File: src/rtl/core/plte_pkg.sv
// Shared types, constants and helpers for the piecewise-linear table engine.
package plte_pkg;

   localparam int MAX_POINTS = 64;
   localparam int CNT_W      = $clog2(MAX_POINTS + 1);
   localparam int ADDR_W     = $clog2(MAX_POINTS);
   localparam int POS_W      = 16;
   localparam int VAL_W      = 32;
   localparam int MEM_W      = POS_W + VAL_W;
   localparam int MUL_W      = 34;
   localparam int PROD_W     = 2 * MUL_W;
   localparam int DIV_W      = 64;
   localparam int DVS_W      = 16;
   localparam int DIV_CNT_W  = $clog2(DIV_W + 1);
   localparam int SUM_W      = 64;
   localparam int DQ_W       = DVS_W + 64;
   localparam int SQ_SHIFT   = 17;
   localparam int SQ_DIVISOR = 3;
   localparam int D3_CHUNK   = 16;
   localparam int D3_STEPS   = SUM_W / D3_CHUNK;
   localparam int D3_CNT_W   = $clog2(D3_STEPS);
   localparam int D3_CUR_W   = D3_CHUNK + 2;
   localparam int D3_SHIFT   = 20;
   localparam int D3_RECIP   = ((1 << D3_SHIFT) + SQ_DIVISOR - 1) / SQ_DIVISOR;
   localparam int D3_PROD_W  = D3_CUR_W + D3_SHIFT;

   typedef enum logic [1:0] {
      FUNC_INSERT = 2'd0,
      FUNC_EVAL   = 2'd1,
      FUNC_INTEG  = 2'd2,
      FUNC_CLEAR  = 2'd3
   } func_type;

   typedef enum logic [1:0] {
      ST_OK    = 2'd0,
      ST_RANGE = 2'd1,
      ST_FULL  = 2'd2,
      ST_DUP   = 2'd3
   } status_type;

   function automatic logic signed [SUM_W-1:0] sat_add(input logic signed [SUM_W-1:0] a,
                                                      input logic signed [SUM_W-1:0] b);
      logic signed [SUM_W:0] s;
      begin
         s = {a[SUM_W-1], a} + {b[SUM_W-1], b};
         if (s[SUM_W] != s[SUM_W-1]) begin
            sat_add = s[SUM_W] ? {1'b1, {(SUM_W-1){1'b0}}} : {1'b0, {(SUM_W-1){1'b1}}};
         end else begin
            sat_add = s[SUM_W-1:0];
         end
      end
   endfunction

endpackage

File: src/rtl/core/plte_mul.sv
// Registered signed multiplier shared by all product steps.
module plte_mul
   import plte_pkg::*;
(
   input  logic                     clock,
   input  logic signed [MUL_W-1:0]  a_in,
   input  logic signed [MUL_W-1:0]  b_in,
   output logic signed [PROD_W-1:0] prod_ff
);

   always_ff @(posedge clock) begin
      prod_ff <= a_in * b_in;
   end

endmodule

File: config.mk
export PLATFORM = sky130hd
export DESIGN_NAME = plte_mul
export DESIGN_NICKNAME = d
export VERILOG_FILES = /design/src/rtl/core/plte_pkg.sv /design/src/rtl/core/plte_mul.sv
export SDC_FILE = /design/constraint.sdc
export NUM_CORES = 2
export LEC_CHECK = 0
export BUFFER_PORTS_ARGS = -buffer_cell sky130_fd_sc_hd__buf_2
export CORE_MARGIN = 2
export CORE_UTILIZATION = 50
export CTS_CLUSTER_DIAMETER = 40
export DETAILED_ROUTE_END_ITERATION = 12
export PLACE_DENSITY = 0.66
export SKIP_LAST_GASP = 1
export SLEW_MARGIN = 20
export SYNTH_ARGS = -nofsm -noshare
export SYNTH_HDL_FRONTEND = slang
export SYNTH_SLANG_ARGS = --single-unit
File: constraint.sdc
create_clock -name clock -period 15.8 [get_ports clock]
set_clock_uncertainty 0.1 [all_clocks]
set_input_delay 0.79 -clock clock [delete_from_list [all_inputs] [get_ports clock]]
set_output_delay 0.79 -clock clock [all_outputs]
set_load 0.02 [all_outputs]
**Word-level counts from Yosys, hierarchy flattened**

Cells that the tools add are included.

- Flip-flop bits (word level): 68
- Word-level logic and storage cells: 2

- Multiply operators: 1

Operators by type and width:

| operator | number |
|---|---|
| $mul 34x34->68 | 1 |

**Longest topological paths before layout**

- Depth after elaboration: 1
- Depth in mapped cells: 31
- Mapped depth without buffers: 29

**Least setup slack after synthesis**

OpenSTA, ideal clock, no wires.

- Path kind: input-to-reg
- Start point: in a_in[33]
- End point: reg prod_ff[65]
- Data arrival time: 8208 ps
- Required time: 15628 ps
- Setup slack: 7420 ps
- Stages on the path: 24
- Buffers on the path: 2
- Cells stage by stage: clkbuf_1 nand2_1 inv_1 fa_1 fa_1 fa_1 fa_1 inv_1 fa_1 fa_1 fa_1 fa_1 inv_1 ha_1 clkdlybuf4s50_2 nand3_1 or2_2 nor2_1 a221oi_1 o21ai_0 a31oi_2 nor2_2 o41ai_2 xnor2_1

- Cells in the longest elaborated chain, start to end: 1

RTL lines:

| what | RTL line | RTL |
|---|---|---|
| start, declared | plte_mul.sv:6 | `input logic signed [MUL_W-1:0] a_in,` |
| $mul 34x34->68 | plte_mul.sv:12 | `prod_ff <= a_in * b_in;` |
| end signal, assigned | plte_mul.sv:12 |  |
| end, declared | plte_mul.sv:8 | `output logic signed [PROD_W-1:0] prod_ff` |

No other way between the ends.

**Worst setup path in the final report**

- Start point: in a_in[33]
- End point: reg prod_ff[66]

Same word-level chain as after synthesis.

==> impl_metrics.json <==
{
  "status": "complete, no violations",
  "worst_pin_slew_ns": 1.14,
  "initial_core_util": 0.505,
  "fp.dieH_um": 297,
  "vias": 29726,
  "hold_buffers": 0,
  "fin_crit_ns": 8.98,
  "cts_inserted_buffers": 9,
  "synth_top_family_by_area": "adder cells",
  "avgSynthCellArea_um2": 9.45,
  "gr-max-usage-layer": "met2",
  "yosysMostFrequentCell": "fa_1",
  "synth_xor_area_frac": 0.0161,
  "synth_fa_ha_area_frac": 0.637,
  "cts.sinks": 68,
  "synthFlopType": "dfxtp_1",
  "max_freq_ghz": 0.111,
  "rsz0062_at_grt": "false",
  "ys_seq_area_frac": 0.0316,
  "grt_pass1_wl_um": 189000,
  "num_rows": 107,
  "use_met2": 0.460,
  "finalHoldViolCount": 0,
  "first_global_vias": 33491,
  "grt_use_total": 0.278,
  "fp.dieW_um": 297,
  "largest-register": "prod_ff",
  "synth_compound_area_frac": 0.0335,
  "hp-start": "b_in[0]",
  "drt-pass1-iter-count": 5,
  "cts.htree.levels": 3,
  "drt_iter0_drc": 1857,
  "drc": 0,
  "path_max_fanout": 34,
  "post_cts_buffers": 0,
  "ys_async_sr_fraction": 0,
  "endpoint_kind": "flip-flop",
  "syn-instance-count": 4554,
  "grt.overflow.total": 0,
  "largest_reg_flops": 68,
  "cts_resized": 0,
  "coreArea_mm2": 0.0853,
  "synth_top_cell_area_share": 0.577,
  "clockBufferDepth": 2,
  "top_regs": "prod_ff (68)",
  "grt_use_met3": 0.0401,
  "synthSimpleGateAreaFrac": 0.154,
  "drive_above_1_share": 0.0477,
  "maxCapViolations": 0,
  "hp-class": "primary input to flip-flop",
  "antenna_found_initial": 5,
  "wl_per_cell_um": 20.4,
  "grt_max_degree": 35,
  "setup-tns-final_ns": 0,
  "syn_nets": 6068,
  "setup_viol_count_final": 0,
  "via_per_inst": 5.26,
  "path_clk_slew_ns": 0.06,
  "io_pins": 137,
  "met1_usage": 0.382,
  "synthMuxAreaShare": 0,
  "synth-edff-count": 0,
  "area_growth_pct": 4.06,
  "ant_nets": 0,
  "routabilityCongestion": 0.922,
  "wirelength_um": 115000,
  "cts_tree": "built",
  "dieArea_mm2": 0.0884,
  "required_ns": 15.99,
  "period_share": 0.569,
  "dpl.hpwl_um": 88400,
  "synth_top_cell_by_area": "fa_1",
  "yosysWarnings": 0,
  "slew_headroom": 0.239,
  "cp-start-kind": "primary input",
  "ys_types": 69,
  "maxSlewViolCount": 0,
  "synth_area_leaders": "fa_1, inv_1, and2_1, ha_1, nand2_1",
  "io_buffers": 136,
  "synthTopCellsByCount": "fa_1, inv_1, and2_1",
  "worstSetupPathType": "primary input to flip-flop",
  "nets": 6018,
  "synth.cell_area_mm2": 0.0430,
  "critPathLaunch": "a_in[33]",
  "cts_root_buffer": "clkbuf_16",
  "cp.arrival_ns": 9.18,
  "final_core_util": 0.525,
  "synth-seq-cells": 68
}
-- critical path, stage by stage --
cell	delay, ns
buf_2	0.62
nand2_1	0.19
inv_1	0.17
fa_1	0.54
fa_1	0.65
fa_1	0.69
fa_1	1.28
fa_1	0.59
fa_1	0.50
fa_1	0.50
inv_1	0.05
fa_1	0.47
inv_1	0.04
ha_1	0.38
and2_1	0.26
nand2_1	0.10
o41ai_1	0.58
a31oi_4	0.10
o31ai_4	0.39
a221oi_2	0.11
xnor2_1	0.14
-- metrics by stage --
| stage | cells | setup WS [ns] | hold slack, ns | cell area (µm²) |
|---|---|---|---|---|
| 2_1_floorplan | 4554 | 7.42 | 0.817 | 43000 |
| 6_report | 5654 | 6.82 | 0.847 | 44800 |
| 3_5_place_dp | 5637 | 6.42 | 1.11 | 44500 |
| 5_1_grt | 5653 | 6.43 | 0.868 | 44800 |
| 4_1_cts | 5653 | 6.82 | 0.836 | 44800 |
| 3_3_place_gp | 5637 | 6.55 | 1.10 | 44500 |
-- final timing paths --
check	slack (ns)	to	cells past startpoint
max	6.82	prod_ff[66]$_DFF_P_	21
min	0.85	prod_ff[0]$_DFF_P_	3
-- cell usage in the layout (no fill, tap or decap), types with 11 or more instances in the layout --
cell type  netlist  layout
o21bai_1        12      12
and2_1         621     621
fa_1          1241    1241
nand3_1         11      11
dfxtp_1         68      68
xor2_1          23      23
buf_2            2     136
nand2b_1        20      20
buf_4            4      31
xnor2_1         56      56
a21oi_1         61      61
a21o_1          37      37
nand4_1         11      11
o21ai_0         31      31
nand2_1        542     542
ha_1           204     204
nor2_1          54      54
inv_1         1231    1231
-- area by class of cell --
type / count / area [µm²]
Antenna cell: 1 / 2.50
Timing Repair Buffer: 167 / 913
Clock buffer: 10 / 239
Multi-Input combinational cell: 3026 / 36100
Tap cell: 1144 / 1430
Sequential cell: 68 / 1360
Clock inverter: 6 / 61.3
Inverter: 1232 / 4620
Fill cell: 7865 / 40500
-- metal layers --
layer	part of all wire	wire length [µm]
met1	0.42	48500
met2	0.48	55900
met3	0.064	7390
met4	0.031	3590
met5	0.00028	32
-- cells by family after synthesis --
logic type / count (synthesis)
buffers and inverters: 1460
flip-flops: 68
AND/OR/NAND/NOR: 1296
XOR/XNOR: 79
AO/OA/AOI/OAI: 206
adder cells (fa/ha/maj): 1445
Power is left out: the tool's default activity adds up to more than one toggle a clock period on the data nets, which glitch-free logic cannot reach.
