## src/rtl/core/plte_pkg.sv

```systemverilog
// Shared types, constants and helpers for the piecewise-linear table engine.
package plte_pkg;

   localparam int MAX_POINTS = 64;
   localparam int CNT_W      = $clog2(MAX_POINTS + 1);
   localparam int ADDR_W     = $clog2(MAX_POINTS);
   localparam int POS_W      = 16;
   localparam int VAL_W      = 32;
   localparam int MEM_W      = POS_W + VAL_W;
   localparam int MUL_W      = 34;
   localparam int PROD_W     = 2 * MUL_W;
   localparam int DIV_W      = 64;
   localparam int DVS_W      = 16;
   localparam int DIV_CNT_W  = $clog2(DIV_W + 1);
   localparam int SUM_W      = 64;
   localparam int DQ_W       = DVS_W + 64;
   localparam int SQ_SHIFT   = 17;
   localparam int SQ_DIVISOR = 3;
   localparam int D3_CHUNK   = 16;
   localparam int D3_STEPS   = SUM_W / D3_CHUNK;
   localparam int D3_CNT_W   = $clog2(D3_STEPS);
   localparam int D3_CUR_W   = D3_CHUNK + 2;
   localparam int D3_SHIFT   = 20;
   localparam int D3_RECIP   = ((1 << D3_SHIFT) + SQ_DIVISOR - 1) / SQ_DIVISOR;
   localparam int D3_PROD_W  = D3_CUR_W + D3_SHIFT;

   typedef enum logic [1:0] {
      FUNC_INSERT = 2'd0,
      FUNC_EVAL   = 2'd1,
      FUNC_INTEG  = 2'd2,
      FUNC_CLEAR  = 2'd3
   } func_type;

   typedef enum logic [1:0] {
      ST_OK    = 2'd0,
      ST_RANGE = 2'd1,
      ST_FULL  = 2'd2,
      ST_DUP   = 2'd3
   } status_type;

   function automatic logic signed [SUM_W-1:0] sat_add(input logic signed [SUM_W-1:0] a,
                                                      input logic signed [SUM_W-1:0] b);
      logic signed [SUM_W:0] s;
      begin
         s = {a[SUM_W-1], a} + {b[SUM_W-1], b};
         if (s[SUM_W] != s[SUM_W-1]) begin
            sat_add = s[SUM_W] ? {1'b1, {(SUM_W-1){1'b0}}} : {1'b0, {(SUM_W-1){1'b1}}};
         end else begin
            sat_add = s[SUM_W-1:0];
         end
      end
   endfunction

endpackage

```

## src/rtl/core/plte_div.sv

```systemverilog
// Restoring divider, one quotient bit per cycle, unsigned operands.
module plte_div
   import plte_pkg::*;
(
   input  logic             clock,
   input  logic             reset,
   input  logic             start,
   input  logic [DIV_W-1:0] dividend,
   input  logic [DVS_W-1:0] divisor,
   output logic             busy,
   output logic             done,
   output logic [DIV_W-1:0] quot
);

   logic [DVS_W-1:0]     rem_ff;
   logic [DIV_W-1:0]     quo_ff;
   logic [DVS_W-1:0]     dvs_ff;
   logic [DIV_CNT_W-1:0] cnt_ff;
   logic                 busy_ff;
   logic                 done_ff;
   logic [DVS_W:0]       trial;
   logic                 fits;
   logic [DVS_W:0]       diff;

   assign trial = {rem_ff, quo_ff[DIV_W-1]};
   assign fits  = trial >= {1'b0, dvs_ff};
   assign diff  = trial - {1'b0, dvs_ff};

   always_ff @(posedge clock) begin
      if (reset) begin
         busy_ff <= 1'b0;
         done_ff <= 1'b0;
         cnt_ff  <= '0;
      end else begin
         done_ff <= 1'b0;
         if (start) begin
            rem_ff  <= '0;
            quo_ff  <= dividend;
            dvs_ff  <= divisor;
            cnt_ff  <= DIV_CNT_W'(DIV_W);
            busy_ff <= 1'b1;
         end else if (busy_ff) begin
            rem_ff <= fits ? diff[DVS_W-1:0] : trial[DVS_W-1:0];
            quo_ff <= {quo_ff[DIV_W-2:0], fits};
            cnt_ff <= cnt_ff - 1'b1;
            if (cnt_ff == DIV_CNT_W'(1)) begin
               busy_ff <= 1'b0;
               done_ff <= 1'b1;
            end
         end
      end
   end

   assign busy = busy_ff;
   assign done = done_ff;
   assign quot = quo_ff;

endmodule

```

## config.mk

```make
export PLATFORM = sky130hd
export DESIGN_NAME = plte_div
export DESIGN_NICKNAME = d
export VERILOG_FILES = /design/src/rtl/core/plte_pkg.sv /design/src/rtl/core/plte_div.sv
export SDC_FILE = /design/constraint.sdc
export NUM_CORES = 1
export LEC_CHECK = 0
export ABC_CLOCK_PERIOD_IN_PS = 6600
export BUFFER_PORTS_ARGS = -buffer_cell sky130_fd_sc_hd__buf_2
export CORE_AREA = 2 2 103 105
export DETAILED_ROUTE_END_ITERATION = 16
export DIE_AREA = 0 0 105 107
export PLACE_DENSITY = 0.9
export SLEW_MARGIN = 20
export SYNTH_ARGS = -nofsm -noshare
export SYNTH_HDL_FRONTEND = slang
export SYNTH_SLANG_ARGS = --single-unit
```

## constraint.sdc

```tcl
create_clock -name clock -period 6.6 [get_ports clock]
set_clock_uncertainty 0.2 [all_clocks]
set_input_delay 0.66 -clock clock [delete_from_list [all_inputs] [get_ports clock]]
set_output_delay 0.66 -clock clock [all_outputs]
set_load 0.02 [all_outputs]
```

# After elaboration in Yosys (flattened, before gate mapping)

Index checks and enable logic that the tools add are counted.

Register bits: 105
Input bits: 83
Output and inout port bits: 66

$add $sub $neg: 2
Order comparisons: 1
Equality and inequality tests: 1
Multiplexer cells: 10
Bitwise logic cells: 2
Reductions and logical operators: 5

Operators by type and width:

| kind                                              | number |
|---|---|
| 2-to-1 mux 64 bit                                 | 2 |
| 2-to-1 mux 16 bit                                 | 2 |
| greater-or-equal comparator 17 x 16 -> 1 bit      | 1 |
| subtractor 16 bit                                 | 1 |
| 2-to-1 mux 7 bit                                  | 2 |
| == test 7 x 1 -> 1 bit (second input constant)    | 1 |
| subtractor 7 x 1 -> 7 bit (second input constant) | 1 |
| 2-to-1 mux 1 bit                                  | 4 |
| AND reduction 2 bit                               | 2 |
| OR reduction 3 bit                                | 1 |
| inverter 1 bit                                    | 2 |
| nonzero test 2 bit                                | 1 |
| OR reduction 2 bit                                | 1 |

# Longest topological paths before layout

Gate-level depths: netlist (run 1).

Word-level depth: 4
Gate-level depth with buffers: 10
Mapped depth without buffers: 10

# Least setup slack after synthesis (run 1)

OpenSTA, ideal clock, no wires.

Path type: in2reg
Start point: in start
End point: reg quo_ff[0] (netlist: quot[0]) (enable)
Library setup time: 0.519 ns
Arrival time: 4.619 ns
Data required time: 5.881 ns
Slack: 1.262 ns
Cell stages on the path: 4
Path buffers: 2
Cells stage by stage: clkbuf_1 -> clkbuf_1 -> nor2_1 -> nor2_1

Longest elaborated chain between the ends: 2

Ends and longest elaborated chain:

| element                       | line           | RTL |
|---|---|---|
| start: declaration            | plte_div.sv:7  | `input logic start,` |
| nonzero test 2 bit (no line)  | --             |  |
| AND reduction 2 bit (no line) | --             |  |
| end signal: assignment        | plte_div.sv:38 | `quo_ff <= dividend;` |
| end signal: assignment        | plte_div.sv:44 | `quo_ff <= {quo_ff[DIV_W-2:0], fits};` |
| end: declaration              | plte_div.sv:16 | `logic [DIV_W-1:0] quo_ff;` |

No other way between the ends.
A chain may end at the register's enable or synchronous reset.

# Worst setup path in the final report (run 1)

Start point: reg rem_ff[7]
End point: reg rem_ff[0], data pin

Longest elaborated chain between the ends: 3

Ends and longest elaborated chain:

| element                                      | line           | RTL |
|---|---|---|
| start: declaration                           | plte_div.sv:15 | `logic [DVS_W-1:0] rem_ff;` |
| start signal: assignment                     | plte_div.sv:43 | `rem_ff <= fits ? diff[DVS_W-1:0] : trial[DVS_W-1:0];` |
| greater-or-equal comparator 17 x 16 -> 1 bit | plte_div.sv:26 | `assign fits = trial >= {1'b0, dvs_ff};` |
| 2-to-1 mux 16 bit                            | plte_div.sv:43 |  |
| 2-to-1 mux 16 bit                            | plte_div.sv:42 | `end else if (busy_ff) begin` |

No other way between the ends. The select of a mux whose other input is x is not followed.

==> reports/qor.yml, run 1 <==
status: "finished, final reports clean"
required_ns: 6.62
fin_nets: 626
worst_pin_slew_ns: 0.973
cts.sinks: 105
startpoint_type: "flop"
slowest_stage: "o41ai_4"
grt_max_degree: 81
synth_top_area_share_pct: 55.7
die_w_um: 105
cts_resized: 0
synth_mux_area_share_pct: 15.9
cpLargestDelayFamily: "simple AND/OR/NAND/NOR gates"
root_buffer: "clkbuf_8"
synth_ff_type: "edfxtp_1"
p_comb_share_pct: 23.4
dieArea_sq_um: 11200
drv_cap: 0
arrival_ns: 2.87
syn_inst: 376
synthesis.area_sq_um: 5170
slowest_delay_ns: 0.45
relSlewSlack_pct: 35.1
powerDensity_nw_per_um2: 248
cts_tree: "yes"
grt_pass1_vias: 3618
path_clk_slew_ns: 0.10
p_sw_share_pct: 29.9
clockPowerShare_pct: 23.5
synth_top_cell_by_area: "edfxtp_1"
rows: 37
grt_use_total_pct: 20.9
nFillCells: 792
gp_congestion: 0.939
synthTopCellsByCount: "edfxtp_1 (96), mux2_2 (63), nor2_1 (33)"
path_cells: "ha_1 > and3_2 > nand4_4 > o41ai_4 > o21ai_2 > nand2_4 > mux2_1 > nor2_1"
area_growth_pct: 20.1
synth_xor_area_share_pct: 2.71
cts_made_buffers: 9
seqPwrFrac_pct: 53.1
vias_per_cell: 5.41
syn_nets: 478
p_sw_uw: 461
cts_hold_buf: 0
setup-violations-final: 0
drive_above_1_share_pct: 45.4
diodes: 0
finalCritPeriodShare_pct: 43.2
drc: 0
synth-seq-cells: 105
ant_nets: 0
htreeDepth: 3
synth-adder-area-share_pct: 4.74
cp_max_fo: 16
worstHoldPathType: "in2reg"
dieHeight_um: 107
synth-simple-area-share_pct: 7.45
rsz0062_at_grt: "false"
grt_first_pass_wirelength_mm: 18.1
finalSetupTns_ns: 0
dpl.hpwl_mm: 8.45
gr-total-overflow: 0
wire_per_inst_um: 17.4
initial_utilization_pct: 51.3
core_sq_um: 10100
critPathKind: "reg2reg"
post_cts_buffers: 0
clock_path_buffers: 2
min_period_ns: 2.85
path_buf_inv: 0
yosysWarnings: 0
synth_cell_types: 50
syn_avg_cell_area_sq_um: 13.8
yosysSeqAreaShare_pct: 59.2
drt_iter0_markers: 304
num_vias: 3595
synth_top_family_by_area: "multiplexers"
synth_compound_area_share_pct: 7.01
dr.pass1.iters: 5
async_flop_share_pct: 0
synth_enable_flop_cells: 96
drt-total-wl_mm: 11.6
synth.area.top_cells: "edfxtp_1 (56%), mux2_2 (14%), ha_1 (4.4%)"
ir_drop_mv: 0.162
fmax_ghz: 0.351
clkLatencyLatePin_ns: 0.37
port_buffers: 148
total_power_mw: 1.54
internal_power_mw: 1.08
p_leak_nw: 2.60
yosysMostFrequentCell: "edfxtp_1"
finalMaxSlewViolations: 0
antenna_found_initial: 0
ioPinCount: 149
crit_path_end_kind: "flop"
hold_violations: 0
-- stage by stage --
stage / instances / util [%] / instance area, sq um / hold slack (ns) / worst slack [ns]
floorplan: 376 / - / 5170 / 0.269 / 1.26
global placement: 649 / 59.9 / 6050 / 0.278 / 3.89
detailed placement: 649 / 59.9 / 6050 / 0.289 / 3.81
CTS: 665 / 61.6 / 6220 / 0.244 / 3.77
global route: 665 / 61.6 / 6220 / 0.247 / 3.62
finish: 665 / 61.6 / 6220 / 0.258 / 3.75
-- power by group through the flow --
stage          logic, mW  registers [mW]  clock network, mW
6_report           0.361           0.820              0.362
5_1_grt            0.392           0.825              0.387
4_1_cts            0.359           0.820              0.366
3_5_place_dp       0.355           0.833                  0
3_3_place_gp       0.342           0.832                  0
2_1_floorplan      0.232           0.861                  0
-- layout by cell type, fill, tap and decap left out, types with 2 or more instances in the layout --
master     synthesis  layout
buf_2              1     148
edfxtp_1          96      96
mux2_2            63      63
nor2_1            33      32
inv_1             23      23
nand2_1           19      19
ha_1              18      18
a21oi_1           12      12
xnor2_1            9       9
mux2i_1            9       9
dfxtp_1            9       9
clkbuf_8           0       9
nand3_1            7       7
xor2_1             7       7
a21o_1             6       6
o21ai_0            4       4
and3_1             4       4
nor2b_1            3       3
a211oi_1           3       3
o21a_1             3       3
buf_4              0       3
o21bai_1           2       2
o2111ai_1          2       2
o22ai_1            2       2
or3_1              2       2
a31oi_1            2       2
mux2_1             2       2
clkinv_1           0       2
clkinv_4           0       2
-- cells by family (layout without fill, tap and decap cells) --
logic type,after synthesis,in the layout
AOI/OAI and AO/OA,46,46
buffers and inverters,37,190
xor gates and xnor gates,16,16
and+or+nand+nor,79,79
DFF,105,105
muxes,74,74
adders and majority gates,19,19
-- metal layers --
layer / part of all wire, % / global-route usage, % / vias to the layer above
met4: 2.1 / 7.14 / 0
met5: 0 / 0 / -
met2: 49 / 34.6 / 163
met1: 40 / 26.1 / 1731
li1: - / - / 1684
met3: 8.9 / 6.69 / 17
-- flip-flops by register name, summed over array words and instances, names as in the netlist --
signal,flops
done,1
quot,64
busy,1
rem_ff,16
cnt_ff,7
dvs_ff,16
-- final cells by class --
cell class	instances	area (sq um)	share of cell area [%]
clock buffer	10	128	2.05
clock inverter	6	43.8	0.704
inverter	23	86.3	1.39
multi-input combinational	234	1960	31.6
sequential	105	3060	49.3
tap	136	170	2.74
timing repair buffer	151	763	12.3
-- path summary, 6_finish.rpt --
path / slack [ns] / from / end / cells past startpoint
hold reg to reg: 0.31 / cnt_ff[1] / cnt_ff[1] / 2
setup / recovery: 3.75 / rem_ff[7] / rem_ff[0] / 8
hold / removal: 0.26 / divisor[0] / dvs_ff[0] / 1
setup reg to reg: 3.75 / rem_ff[7] / rem_ff[0] / 8
(Power assumes the default switching activity.)
==> inputs of run 2 (changes only) <==
ABC_AREA = 1   (was default)
ABC_CLOCK_PERIOD_IN_PS = 2700   (was 6600)
CORE_AREA = 2 2 106 108   (was 2 2 103 105)
DIE_AREA = 0 0 108 110   (was 0 0 105 107)
clock period = 2.7 ns   (was 6.6 ns; I/O delays follow)
==> reports/qor.yml, run 2 <==
status: "finished with violations"
violations: "hold timing"
clkLatencyLatePin_ns: 0.38
synth_top_cell_by_area: "edfxtp_1"
layout_common_cells: "nand2_1 (304), buf_2 (148), edfxtp_1 (96)"
utilization_pct: 69.4
clockPowerShare_pct: 23.4
hold_violations: 1
min_period_ns: 2.49
required_ns: 2.63
place_ws_ns: 0.257
dieHeight_um: 110
grt_use_total_pct: 27.5
internal_power_mw: 2.67
ant_nets: 0
setup-violations-final: 0
finalMaxSlewViolations: 0
rsz0062_at_grt: "false"
num_vias: 5270
cts_made_buffers: 9
synth-seq-cells: 105
yosysMostFrequentCell: "nand2_1"
finalCritPeriodShare_pct: 92.2
synth.area.top_cells: "edfxtp_1 (52%), nand2_1 (21%), inv_1 (5.0%)"
wire_per_inst_um: 15.4
root_buffer: "clkbuf_8"
drc: 0
port_buffers: 148
die_w_um: 108
cp_common_cell: "nand2_1"
synth_cell_types: 33
htreeDepth: 3
yosysSeqAreaShare_pct: 55.1
path_cells: "ha_1 > nand3_1 > nor2_1 > nand2_2 > nand2_2 > nor2_4 > nand2_4 > nand2_1 > nand2_1 > nand2_1 > inv_1"
p_sw_mw: 1.27
p_leak_nw: 3.73
seqPwrFrac_pct: 50.7
syn_avg_cell_area_sq_um: 8.45
relSlewSlack_pct: 57.1
yosysWarnings: 0
hold_ws_ns: -0.000565
synth_enable_flop_cells: 96
initial_utilization_pct: 52.0
startpoint_type: "flop"
fin_ws_ns: 0.211
p_sw_share_pct: 32.3
syn_inst: 658
layout.cells.most_common: "nand2_1"
worst_pin_slew_ns: 0.643
grt_pass1_vias: 5165
syn_nets: 760
gp_congestion: 0.955
cp_max_fo: 17
finalSetupTns_ns: 0
drt-total-wl_mm: 15.9
post_cts_buffers: 0
cpLargestDelayFamily: "simple AND/OR/NAND/NOR gates"
synth_ff_type: "edfxtp_1"
path_clk_slew_ns: 0.10
largest_register_ffs: 64
powerDensity_nw_per_um2: 531
vias_per_cell: 5.11
drt_iter0_markers: 358
synthTopCellsByCount: "nand2_1 (304), edfxtp_1 (96), inv_1 (74)"
worstHoldPathType: "in2reg"
clock_path_buffers: 2
area_growth_pct: 33.5
arrival_ns: 2.42
fmax_ghz: 0.402
grt_max_degree: 67
p_comb_share_pct: 25.9
dr.pass1.iters: 5
gr-total-overflow: 0
ioPinCount: 149
antenna_found_initial: 1
path_buf_inv: 1
cts_tree: "yes"
slowest_delay_ns: 0.41
async_flop_share_pct: 0
drive_above_1_share_pct: 22.1
cts_hold_buf: 80
synth_top_area_share_pct: 51.8
crit_path_end_kind: "flop"
ir_drop_mv: 0.345
synthesis.area_sq_um: 5560
dieArea_sq_um: 11900
cts.sinks: 105
dpl.hpwl_mm: 9.66
rows: 38
slowest_stage: "edfxtp_1"
core_sq_um: 10700
drv_cap: 0
cts_resized: 0
critPathKind: "reg2reg"
grt_first_pass_wirelength_mm: 24.9
fin_nets: 987
-- run 2: cell count changes in the layout (fill, tap and decap cells not counted), moves of 9 or more --
cell           delta
nor2_1           +19
dlygate4sd3_1    +80
mux2i_1           -9
inv_1            +50
nand3_1          +13
nand2_1         +285
mux2_2           -63
xnor2_1           -9
-- run 2: kinds of logic after synthesis --
logic type,Yosys count,share of synthesized area [%]
flip-flops,105,55.1
AND/OR/NAND/NOR,415,31.0
AO/OA/AOI/OAI,16,1.57
adder cells (fa/ha/maj),19,4.41
buffers and inverters,96,6.84
XOR/XNOR,7,1.10
-- run 2: worst paths after layout --
kind	startpoint	to	slack, ns	cells past startpoint
min	dividend[63]	quot[63]	-0.0006	3
max	rem_ff[13]	rem_ff[13]	0.21	11
max reg2reg	rem_ff[13]	rem_ff[13]	0.21	11
min reg2reg	cnt_ff[6]	cnt_ff[6]	0.29	2
-- run 2: through the flow --
stage	total power, mW	cell area (sq um)	cells
3_5_place_dp	2.93	6450	934
6_report	3.94	7430	1031
4_1_cts	3.91	7420	1030
5_1_grt	4.13	7430	1031
2_1_floorplan	2.66	5570	658
3_3_place_gp	2.91	6450	934
-- run 2: power groups by stage --
stage | Clock [mW] | Sequential, mW | Combinational (mW)
finish | 0.923 | 2.00 | 1.02
global route | 0.985 | 2.01 | 1.14
CTS | 0.923 | 1.99 | 0.994
detailed placement | 0 | 2.02 | 0.902
global placement | 0 | 2.02 | 0.883
floorplan | 0 | 2.10 | 0.561
-- run 2: tightest hold or removal path, delay by kind of cell --
kind,cells,cell delay (ns)
buf+inv,1,0.08
simple gates,2,0.11
-- run 2: layout make-up --
cell class	instances	area, sq um
fillers	798	3270
flip-flops and latches	105	3060
multi-input cells	457	2130
repair buffers	234	1590
inverters	78	293
well taps	140	175
clock buffers	10	128
clock inverters	6	48.8
diodes	1	2.50
-- run 2: metal layers --
metal | routed length [um] | track usage, % | vias to the layer above
met1 | 6120 | 33.3 | 2412
met4 | 601 | 13.1 | 0
met3 | 1340 | 6.23 | 50
li1 | - | - | 2526
met5 | 0 | 0 | -
met2 | 7820 | 46.9 | 282
